<file path="src/sv/sliding_min_tophat_feature_assert.svh">
// ----------------------------------------------------------------------------
// Assertion macros for the sliding-minimum top-hat feature block
// Concurrent check wrappers, clocked on the rising edge and disabled in reset.
// ----------------------------------------------------------------------------
`ifndef SLIDING_MIN_TOPHAT_FEATURE_ASSERT_SVH
`define SLIDING_MIN_TOPHAT_FEATURE_ASSERT_SVH

`ifndef SYNTHESIS

// same-cycle implication
`define SMTF_ASSERT_IMPLY(lbl, clk, rst_n, ante, cons) \
    lbl: assert property (@(posedge clk) disable iff (!rst_n) (ante) |-> (cons)) \
        else $error("smtf check failed");

// next-cycle implication
`define SMTF_ASSERT_NEXT(lbl, clk, rst_n, ante, cons) \
    lbl: assert property (@(posedge clk) disable iff (!rst_n) (ante) |=> (cons)) \
        else $error("smtf check failed");

`else

`define SMTF_ASSERT_IMPLY(lbl, clk, rst_n, ante, cons)
`define SMTF_ASSERT_NEXT(lbl, clk, rst_n, ante, cons)

`endif

`endif

</file>
<file path="src/sv/smtf_pkg.sv">
// ----------------------------------------------------------------------------
// smtf_pkg
// Shared widths, limits and types for the sliding-minimum top-hat feature.
// ----------------------------------------------------------------------------
`default_nettype none

package smtf_pkg;

    // window derivation: sampling rate times R-wave width, plus one
    localparam int FS_HZ          = 250;
    localparam int RWAVE_MS       = 30;
    localparam int MS_PER_S       = 1000;
    localparam int WINDOW_DEFAULT = FS_HZ * RWAVE_MS / MS_PER_S + 1;

    localparam int SAMPLE_W  = 16;
    localparam int TOPHAT_W  = SAMPLE_W + 1;   // sample minus minimum
    localparam int DIFF_W    = TOPHAT_W + 1;   // difference of two top-hat values
    localparam int PROD_W    = 2 * DIFF_W;
    localparam int FEATURE_W = 33;

    // saturation limit, 65535 squared
    localparam logic signed [PROD_W-1:0]    PROD_MAX    = 36'sd4294836225;
    localparam logic signed [PROD_W-1:0]    PROD_MIN    = -36'sd4294836225;
    localparam logic signed [FEATURE_W-1:0] FEATURE_MAX = 33'sd4294836225;
    localparam logic signed [FEATURE_W-1:0] FEATURE_MIN = -33'sd4294836225;

    // top-hat differences handed to the product stage
    typedef struct packed {
        logic signed [DIFF_W-1:0] d_old;   // t[j-W] - t[j-2W]
        logic signed [DIFF_W-1:0] d_new;   // t[j-W] - t[j]
    } smtf_diff_t;

endpackage

`default_nettype wire

</file>
<file path="src/sv/smtf_if.sv">
// ----------------------------------------------------------------------------
// smtf channel interfaces
// Valid/ready channels for ECG samples in and feature values out.
// ----------------------------------------------------------------------------
`default_nettype none

interface smtf_in_if;
    logic                                     valid;
    logic                                     ready;
    logic signed [smtf_pkg::SAMPLE_W-1:0]     sample;
    logic                                     is_last;

    modport source (output valid, sample, is_last, input ready);
    modport sink   (input valid, sample, is_last, output ready);
endinterface

interface smtf_out_if;
    logic                                     valid;
    logic                                     ready;
    logic signed [smtf_pkg::FEATURE_W-1:0]    feature;

    modport source (output valid, feature, input ready);
    modport sink   (input valid, feature, output ready);
endinterface

`default_nettype wire

</file>
<file path="src/sv/smtf_tophat.sv">
// ----------------------------------------------------------------------------
// smtf_tophat
// Sliding minimum, top-hat value, top-hat history and difference register.
// ----------------------------------------------------------------------------
`default_nettype none
`include "sliding_min_tophat_feature_assert.svh"

module smtf_tophat #(
    parameter int WINDOW = smtf_pkg::WINDOW_DEFAULT
) (
    input  wire logic                                 clk,
    input  wire logic                                 rst_n,
    input  wire logic                                 item_valid,
    input  wire logic signed [smtf_pkg::SAMPLE_W-1:0] item_sample,
    input  wire logic                                 item_last,
    output logic                                      item_ready,
    output logic                                      diff_valid,
    output smtf_pkg::smtf_diff_t                      diff,
    input  wire logic                                 diff_ready
);
    import smtf_pkg::*;

    localparam int TH_DEPTH = 2 * WINDOW;
    localparam int CNT_W    = $clog2(TH_DEPTH + 1);
    localparam logic [CNT_W-1:0] CNT_WIN  = CNT_W'(WINDOW);
    localparam logic [CNT_W-1:0] CNT_FULL = CNT_W'(TH_DEPTH);

    // history shift lines, index 0 newest
    logic signed [SAMPLE_W-1:0] hist_reg [WINDOW];
    logic signed [TOPHAT_W-1:0] th_reg   [TH_DEPTH];
    logic [CNT_W-1:0]           count_reg;
    logic [CNT_W-1:0]           count_next;
    logic                       diff_valid_reg;
    logic                       diff_valid_next;
    smtf_diff_t                 diff_reg;
    smtf_diff_t                 diff_next;

    logic                       take;
    logic                       emit;
    logic signed [SAMPLE_W-1:0] min_all;
    logic signed [SAMPLE_W-1:0] min_last;
    logic signed [TOPHAT_W-1:0] t_val;
    logic signed [TOPHAT_W-1:0] t_cur;
    logic signed [TOPHAT_W-1:0] th_mid;
    logic signed [TOPHAT_W-1:0] th_old;

    assign item_ready = !diff_valid_reg || diff_ready;
    assign take       = item_valid && item_ready;
    assign diff_valid = diff_valid_reg;
    assign diff       = diff_reg;

    // window minima: full history, and history without its oldest plus the new sample
    always_comb
    begin
        min_all  = hist_reg[0];
        min_last = item_sample;
        for (int i = 1; i < WINDOW; i++)
        begin
            if (hist_reg[i] < min_all)
                min_all = hist_reg[i];
        end
        for (int i = 0; i < WINDOW - 1; i++)
        begin
            if (hist_reg[i] < min_last)
                min_last = hist_reg[i];
        end
    end

    // top-hat values and differences
    always_comb
    begin
        t_val  = TOPHAT_W'(item_sample) - TOPHAT_W'(min_all);
        t_cur  = item_last ? (TOPHAT_W'(item_sample) - TOPHAT_W'(min_last)) : t_val;
        th_mid = th_reg[WINDOW-1];
        th_old = th_reg[TH_DEPTH-1];
        emit   = (count_reg == CNT_FULL);
        diff_next.d_old = DIFF_W'(th_mid) - DIFF_W'(th_old);
        diff_next.d_new = DIFF_W'(th_mid) - DIFF_W'(t_cur);
    end

    // record position, saturating; cleared after the final sample
    always_comb
    begin
        count_next = count_reg;
        if (take)
        begin
            priority if (item_last)
                count_next = '0;
            else if (count_reg < CNT_FULL)
                count_next = count_reg + CNT_W'(1);
            else
                count_next = count_reg;
        end
    end

    always_comb
    begin
        diff_valid_next = diff_valid_reg;
        priority if (take)
            diff_valid_next = emit;
        else if (diff_ready)
            diff_valid_next = 1'b0;
        else
            diff_valid_next = diff_valid_reg;
    end

    // control state
    always_ff @(posedge clk or negedge rst_n)
    begin
        if (!rst_n)
        begin
            count_reg      <= '0;
            diff_valid_reg <= 1'b0;
        end
        else
        begin
            count_reg      <= count_next;
            diff_valid_reg <= diff_valid_next;
        end
    end

    // histories and difference payload
    always_ff @(posedge clk)
    begin
        if (take)
        begin
            hist_reg[0] <= item_sample;
            for (int i = 1; i < WINDOW; i++)
                hist_reg[i] <= hist_reg[i-1];

            if (count_reg == CNT_WIN)
            begin
                // first top-hat value stands in for all earlier ones
                for (int i = 0; i < TH_DEPTH; i++)
                    th_reg[i] <= t_val;
            end
            else if (count_reg > CNT_WIN)
            begin
                th_reg[0] <= t_val;
                for (int i = 1; i < TH_DEPTH; i++)
                    th_reg[i] <= th_reg[i-1];
            end

            diff_reg <= diff_next;
        end
    end

    `SMTF_ASSERT_IMPLY(a_count_bound, clk, rst_n, 1'b1, count_reg <= CNT_FULL)
    `SMTF_ASSERT_NEXT(a_last_clears, clk, rst_n, take && item_last, count_reg == '0)
    `SMTF_ASSERT_NEXT(a_fill_even, clk, rst_n, take && !item_last && count_reg == CNT_WIN,
        th_reg[0] == th_reg[TH_DEPTH-1])

endmodule

`default_nettype wire

</file>
<file path="src/sv/smtf_product.sv">
// ----------------------------------------------------------------------------
// smtf_product
// Multiplies the two top-hat differences, saturates and holds the result.
// ----------------------------------------------------------------------------
`default_nettype none
`include "sliding_min_tophat_feature_assert.svh"

module smtf_product (
    input  wire logic               clk,
    input  wire logic               rst_n,
    input  wire logic               diff_valid,
    input  wire smtf_pkg::smtf_diff_t diff,
    output logic                    diff_ready,
    smtf_out_if.source              feature_ch
);
    import smtf_pkg::*;

    logic                        feat_valid_reg;
    logic                        feat_valid_next;
    logic signed [FEATURE_W-1:0] feature_reg;
    logic signed [FEATURE_W-1:0] feature_next;
    logic signed [PROD_W-1:0]    prod;
    logic                        take;

    assign diff_ready         = !feat_valid_reg || feature_ch.ready;
    assign take               = diff_valid && diff_ready;
    assign feature_ch.valid   = feat_valid_reg;
    assign feature_ch.feature = feature_reg;

    // full-width product, clamped to the feature range
    always_comb
    begin
        prod = diff.d_old * diff.d_new;
        priority if (prod > PROD_MAX)
            feature_next = FEATURE_MAX;
        else if (prod < PROD_MIN)
            feature_next = FEATURE_MIN;
        else
            feature_next = prod[FEATURE_W-1:0];
    end

    always_comb
    begin
        feat_valid_next = feat_valid_reg;
        priority if (take)
            feat_valid_next = 1'b1;
        else if (feature_ch.ready)
            feat_valid_next = 1'b0;
        else
            feat_valid_next = feat_valid_reg;
    end

    always_ff @(posedge clk or negedge rst_n)
    begin
        if (!rst_n)
            feat_valid_reg <= 1'b0;
        else
            feat_valid_reg <= feat_valid_next;
    end

    always_ff @(posedge clk)
    begin
        if (take)
            feature_reg <= feature_next;
    end

    `SMTF_ASSERT_IMPLY(a_feature_range, clk, rst_n, feat_valid_reg,
        feature_reg <= FEATURE_MAX && feature_reg >= FEATURE_MIN)

endmodule

`default_nettype wire

</file>
<file path="src/sv/sliding_min_tophat_feature.sv">
// ----------------------------------------------------------------------------
// sliding_min_tophat_feature
// Streaming ECG top-hat feature: sample register, top-hat stage, product stage.
// ----------------------------------------------------------------------------
// One sample is taken per transfer and the block sustains one sample per
// clock while the feature side does not stall; a feature passes the input,
// difference and result registers after its sample is accepted. The pace
// is set by the top-hat stage, where the window minimum and the history
// update for one sample complete before the next sample reads them. Samples
// below index 2*WINDOW in a record give no feature; is_last ends the record.
// Stalls on the feature side hold each stage in turn back to the sample side.
// ----------------------------------------------------------------------------
`default_nettype none

module sliding_min_tophat_feature #(
    parameter int WINDOW = smtf_pkg::WINDOW_DEFAULT
) (
    input  wire logic   clk,
    input  wire logic   rst_n,
    smtf_in_if.sink     sample_ch,
    smtf_out_if.source  feature_ch
);
    import smtf_pkg::*;

    logic                       in_valid_reg;
    logic                       in_valid_next;
    logic signed [SAMPLE_W-1:0] in_sample_reg;
    logic                       in_last_reg;
    logic                       stage_ready;
    logic                       in_take;
    logic                       diff_valid;
    logic                       diff_ready;
    smtf_diff_t                 diff;

    assign sample_ch.ready = !in_valid_reg || stage_ready;
    assign in_take         = sample_ch.valid && sample_ch.ready;

    // input register
    always_comb
    begin
        in_valid_next = in_valid_reg;
        priority if (in_take)
            in_valid_next = 1'b1;
        else if (stage_ready)
            in_valid_next = 1'b0;
        else
            in_valid_next = in_valid_reg;
    end

    always_ff @(posedge clk or negedge rst_n)
    begin
        if (!rst_n)
            in_valid_reg <= 1'b0;
        else
            in_valid_reg <= in_valid_next;
    end

    always_ff @(posedge clk)
    begin
        if (in_take)
        begin
            in_sample_reg <= sample_ch.sample;
            in_last_reg   <= sample_ch.is_last;
        end
    end

    // top-hat stage
    smtf_tophat #(
        .WINDOW (WINDOW)
    ) u_tophat (
        .clk         (clk),
        .rst_n       (rst_n),
        .item_valid  (in_valid_reg),
        .item_sample (in_sample_reg),
        .item_last   (in_last_reg),
        .item_ready  (stage_ready),
        .diff_valid  (diff_valid),
        .diff        (diff),
        .diff_ready  (diff_ready)
    );

    // product stage and result register
    smtf_product u_product (
        .clk        (clk),
        .rst_n      (rst_n),
        .diff_valid (diff_valid),
        .diff       (diff),
        .diff_ready (diff_ready),
        .feature_ch (feature_ch)
    );

endmodule

`default_nettype wire
</file>
<file path="src/flat_wrapper.sv">
// flat-port wrapper written by rule: the top's interface ports become plain ports
module sliding_min_tophat_feature_flat import smtf_pkg::*;
#(
    parameter int WINDOW = smtf_pkg::WINDOW_DEFAULT
)
  (clk, rst_n, sample_ch_valid, sample_ch_sample, sample_ch_is_last, sample_ch_ready, feature_ch_valid, feature_ch_feature, feature_ch_ready);
  smtf_in_if sample_ch_i ();
  smtf_out_if feature_ch_i ();
  input  wire logic clk;
  input  wire logic rst_n;
  input wire logic [$bits(sample_ch_i.valid)-1:0] sample_ch_valid;
  input wire logic [$bits(sample_ch_i.sample)-1:0] sample_ch_sample;
  input wire logic [$bits(sample_ch_i.is_last)-1:0] sample_ch_is_last;
  output wire logic [$bits(sample_ch_i.ready)-1:0] sample_ch_ready;
  output wire logic [$bits(feature_ch_i.valid)-1:0] feature_ch_valid;
  output wire logic [$bits(feature_ch_i.feature)-1:0] feature_ch_feature;
  input wire logic [$bits(feature_ch_i.ready)-1:0] feature_ch_ready;
  assign sample_ch_i.valid = sample_ch_valid;
  assign sample_ch_i.sample = sample_ch_sample;
  assign sample_ch_i.is_last = sample_ch_is_last;
  assign sample_ch_ready = sample_ch_i.ready;
  assign feature_ch_valid = feature_ch_i.valid;
  assign feature_ch_feature = feature_ch_i.feature;
  assign feature_ch_i.ready = feature_ch_ready;
  sliding_min_tophat_feature #(.WINDOW(WINDOW)) u_core (.clk(clk), .rst_n(rst_n), .sample_ch(sample_ch_i), .feature_ch(feature_ch_i));
endmodule
</file>
<file path="config.mk">
export PLATFORM = sky130hd
export DESIGN_NAME = sliding_min_tophat_feature_flat
export DESIGN_NICKNAME = d
export VERILOG_FILES = /design/src/sv/smtf_pkg.sv /design/src/sv/smtf_if.sv /design/src/sv/smtf_tophat.sv /design/src/sv/smtf_product.sv /design/src/sv/sliding_min_tophat_feature.sv /design/src/flat_wrapper.sv
export VERILOG_INCLUDE_DIRS = /design/src /design/src/sv
export SDC_FILE = /design/constraint.sdc
export NUM_CORES = 2
export LEC_CHECK = 0
export BUFFER_PORTS_ARGS = -buffer_cell sky130_fd_sc_hd__buf_2
export CELL_PAD_IN_SITES_DETAIL_PLACEMENT = 1
export CELL_PAD_IN_SITES_GLOBAL_PLACEMENT = 1
export CORE_AREA = 2 2 344 346
export CTS_CLUSTER_SIZE = 16
export DETAILED_ROUTE_END_ITERATION = 7
export DIE_AREA = 0 0 346 348
export PLACE_DENSITY_LB_ADDON = 0.3
export SLEW_MARGIN = 20
export SYNTH_ARGS = -nofsm -noshare
export SYNTH_HDL_FRONTEND = slang
export SYNTH_SLANG_ARGS = --single-unit
</file>
<file path="constraint.sdc">
create_clock -name clk -period 18.55 [get_ports clk]
set_input_delay 2.7825 -clock clk [delete_from_list [all_inputs] [get_ports clk]]
set_output_delay 2.7825 -clock clk [all_outputs]
set_load 0.01 [all_outputs]
</file>
==> impl_metrics.tcl <==
set metrics [dict create \
    first_global_vias 32000 \
    rows 126 \
    dpl_cell_area_mm2 0.0456 \
    ant_nets 0 \
    grt-ovfl-total 0 \
    crit_required_ps 18970 \
    fmax_mhz 54.9 \
    min_period_ps 18230 \
    cp_max_fo 10 \
    cts_buffer_depth 3 \
    numPortBuffers 55 \
    numCtsBuffers 60 \
    dp_hpwl_um 89400 \
    synth_top_area_share_pct 36.0 \
    rsz0062_at_grt "true" \
    synthesis.instances 3805 \
    synthFlopType "edfxtp_1" \
    yosysWarnings 0 \
    ys_types 87 \
    die_w_um 346 \
    syn_nets 4530 \
    final.setup.tns_ps 0 \
    gp_congestion 0.877 \
    min_period_over_period_pct 98.3 \
    status "completed" \
    hold_viol_final 0 \
    start_util_pct 34.6 \
    hold_ws_ps 489 \
    yosys.area.top_type "edfxtp_1" \
    design.core.area_mm2 0.117 \
    wl_um 119000 \
    syn-cell-area_mm2 0.0405 \
    final_nets 5074 \
    io_pins 56 \
    skew_ps 83.8 \
    worstMarginPinSlew_ps 1050 \
    synth_edf_count 486 \
    post-route-drc-count 0 \
    die_area_mm2 0.120 \
    worstSetupEndpointType "register" \
    yosysMostFrequentCell "inv_1" \
    first_iter_violations 1531 \
    synth_area_leaders "edfxtp_1, fa_1, ha_1" \
    htreeDepth 2 \
    antenna_cells 0 \
    fp.dieH_um 348 \
    worst-setup-path-type "reg2reg" \
    avgViaCountPerCell 5.01 \
    rrSetupSlack_ps 320 \
    clk_pin_slew_ps 60 \
    postSynth.asyncResetShare_pct 1.62 \
    critPathSlowestCell "edfxtp_1" \
    hold_buffers 0 \
    ys_seq_area_share_pct 36.5 \
    routedWlPerCell_um 20.0 \
    crit_arrival_ps 18650 \
    grt_pass1_wl_um 181000 \
    setup_viol 0 \
    root_buffer "clkbuf_16" \
    syn_area_per_cell_um2 10.6 \
    maxCapViolCount 0 \
    utilization_pct 43.4 \
    crit_path_start_kind "register" \
    yosys-top-cells-count "inv_1, edfxtp_1, ha_1" \
    synth_seq_cells 494 \
    drive_gt1_share_pct 25.9 \
    vias 29700 \
    relSlewSlack_pct 30.1 \
    grt_max_degree 85 \
    cts.sinks 494 \
    dr.pass1.iters 5 \
    grtUsageTotal_pct 19.1 \
    max_stage_delay_ps 400 \
    cts_tree "built" \
    slew_viol_final 0 \
    insertion_delay_ps 720 \
    antenna_found_initial 1 \
    worstHoldPathType "reg2reg" \
    finish.instance_area_mm2 0.0508 \
    largest_reg_flops 272 \
    syn_to_final_growth_pct 25.5 \
]
cell families (layout without fill, tap and decap cells):
family	count (synthesis)	in the layout	synth area share, %
and+or+nand+nor	871	871	10.1
AOI/OAI and AO/OA	789	789	13.2
buffers and inverters	745	1338	6.98
adders and majority gates	704	704	27.9
DFF	494	494	36.5
muxes	138	138	3.83
xor gates and xnor gates	64	64	1.38
cell type report:
type | instances | area (um^2)
repair buffers | 610 | 4860
inverters | 617 | 2320
well taps | 1536 | 1920
flip-flops and latches | 494 | 14800
multi-input cells | 2566 | 24900
fillers | 12800 | 66200
clock buffers | 72 | 1550
clock inverters | 39 | 415
routing by layer:
| metal | wire length (um) | track usage (%) |
|---|---|---|
| met1 | 54200 | 25.4 |
| met2 | 58200 | 33.0 |
| met3 | 3040 | 1.77 |
| met4 | 3480 | 5.53 |
| met5 | 0 | 0 |
final timing paths:
check                                                 from                           endpoint  depth (start not counted)
min                          u_core.u_tophat.th_reg[1][52]      u_core.u_tophat.th_reg[1][69]                          1
max reg2reg                u_core.u_tophat.hist_reg[0][15]           u_core.u_tophat.diff[17]                        100
max in group asynchronous                            rst_n       u_core.u_tophat.count_reg[2]                          1
min reg2reg                  u_core.u_tophat.th_reg[1][52]      u_core.u_tophat.th_reg[1][69]                          1
min in group asynchronous                            rst_n  u_core.u_product.feature_ch.valid                          1
max                        u_core.u_tophat.hist_reg[0][15]           u_core.u_tophat.diff[17]                        100
worst max-delay path, delay by kind of cell, from the launching register on:
| family | cells | cell delay, ps |
|---|---|---|
| compound gates | 47 | 7570 |
| xor+xnor | 1 | 170 |
| fa+ha+maj | 9 | 2390 |
| buf+inv | 18 | 2460 |
| flops | 1 | 400 |
| mux | 9 | 2620 |
| simple gates | 16 | 2250 |
through the flow:
stage / instances / setup WS (ps)
after global placement: 5706 / -1290
after detailed placement: 5706 / -1510
after CTS: 5856 / 0.533
final: 5934 / 324
after global routing: 5934 / -517
after floorplan: 3805 / 3.74
cells in the final DEF, fill, tap and decap left out, types with 16 or more instances in the layout:
cell type	Yosys	layout
and2_1	116	115
mux2_2	83	60
o21ai_0	109	38
clkbuf_16	0	68
buf_6	1	28
nand3_1	26	22
nor2b_1	28	26
edfxtp_1	486	486
xnor2_1	50	44
inv_2	0	27
buf_4	0	504
o21ai_2	1	32
a21o_1	315	315
a21oi_2	1	58
fa_1	333	331
o21a_1	32	32
a21oi_1	173	103
o21ai_1	4	39
nand2_1	326	317
nor2_1	199	175
nor2_2	0	16
buf_2	4	56
nand2b_1	51	48
nand4_1	36	36
ha_1	371	311
mux2_4	9	32
nor3_1	31	21
mux2i_1	37	26
ha_4	0	53
inv_1	616	587
repair_timing:
item / in CTS / in global routing
gates cloned: 4 / 10
resized for setup: 142 / 365
setup endpoints to repair: 88 / 132
pin swaps: 54 / 194
buffers inserted: 35 / 73
Power is not shown: default switching activity piles up to over one toggle a cycle in this logic, so the estimate is an artifact.
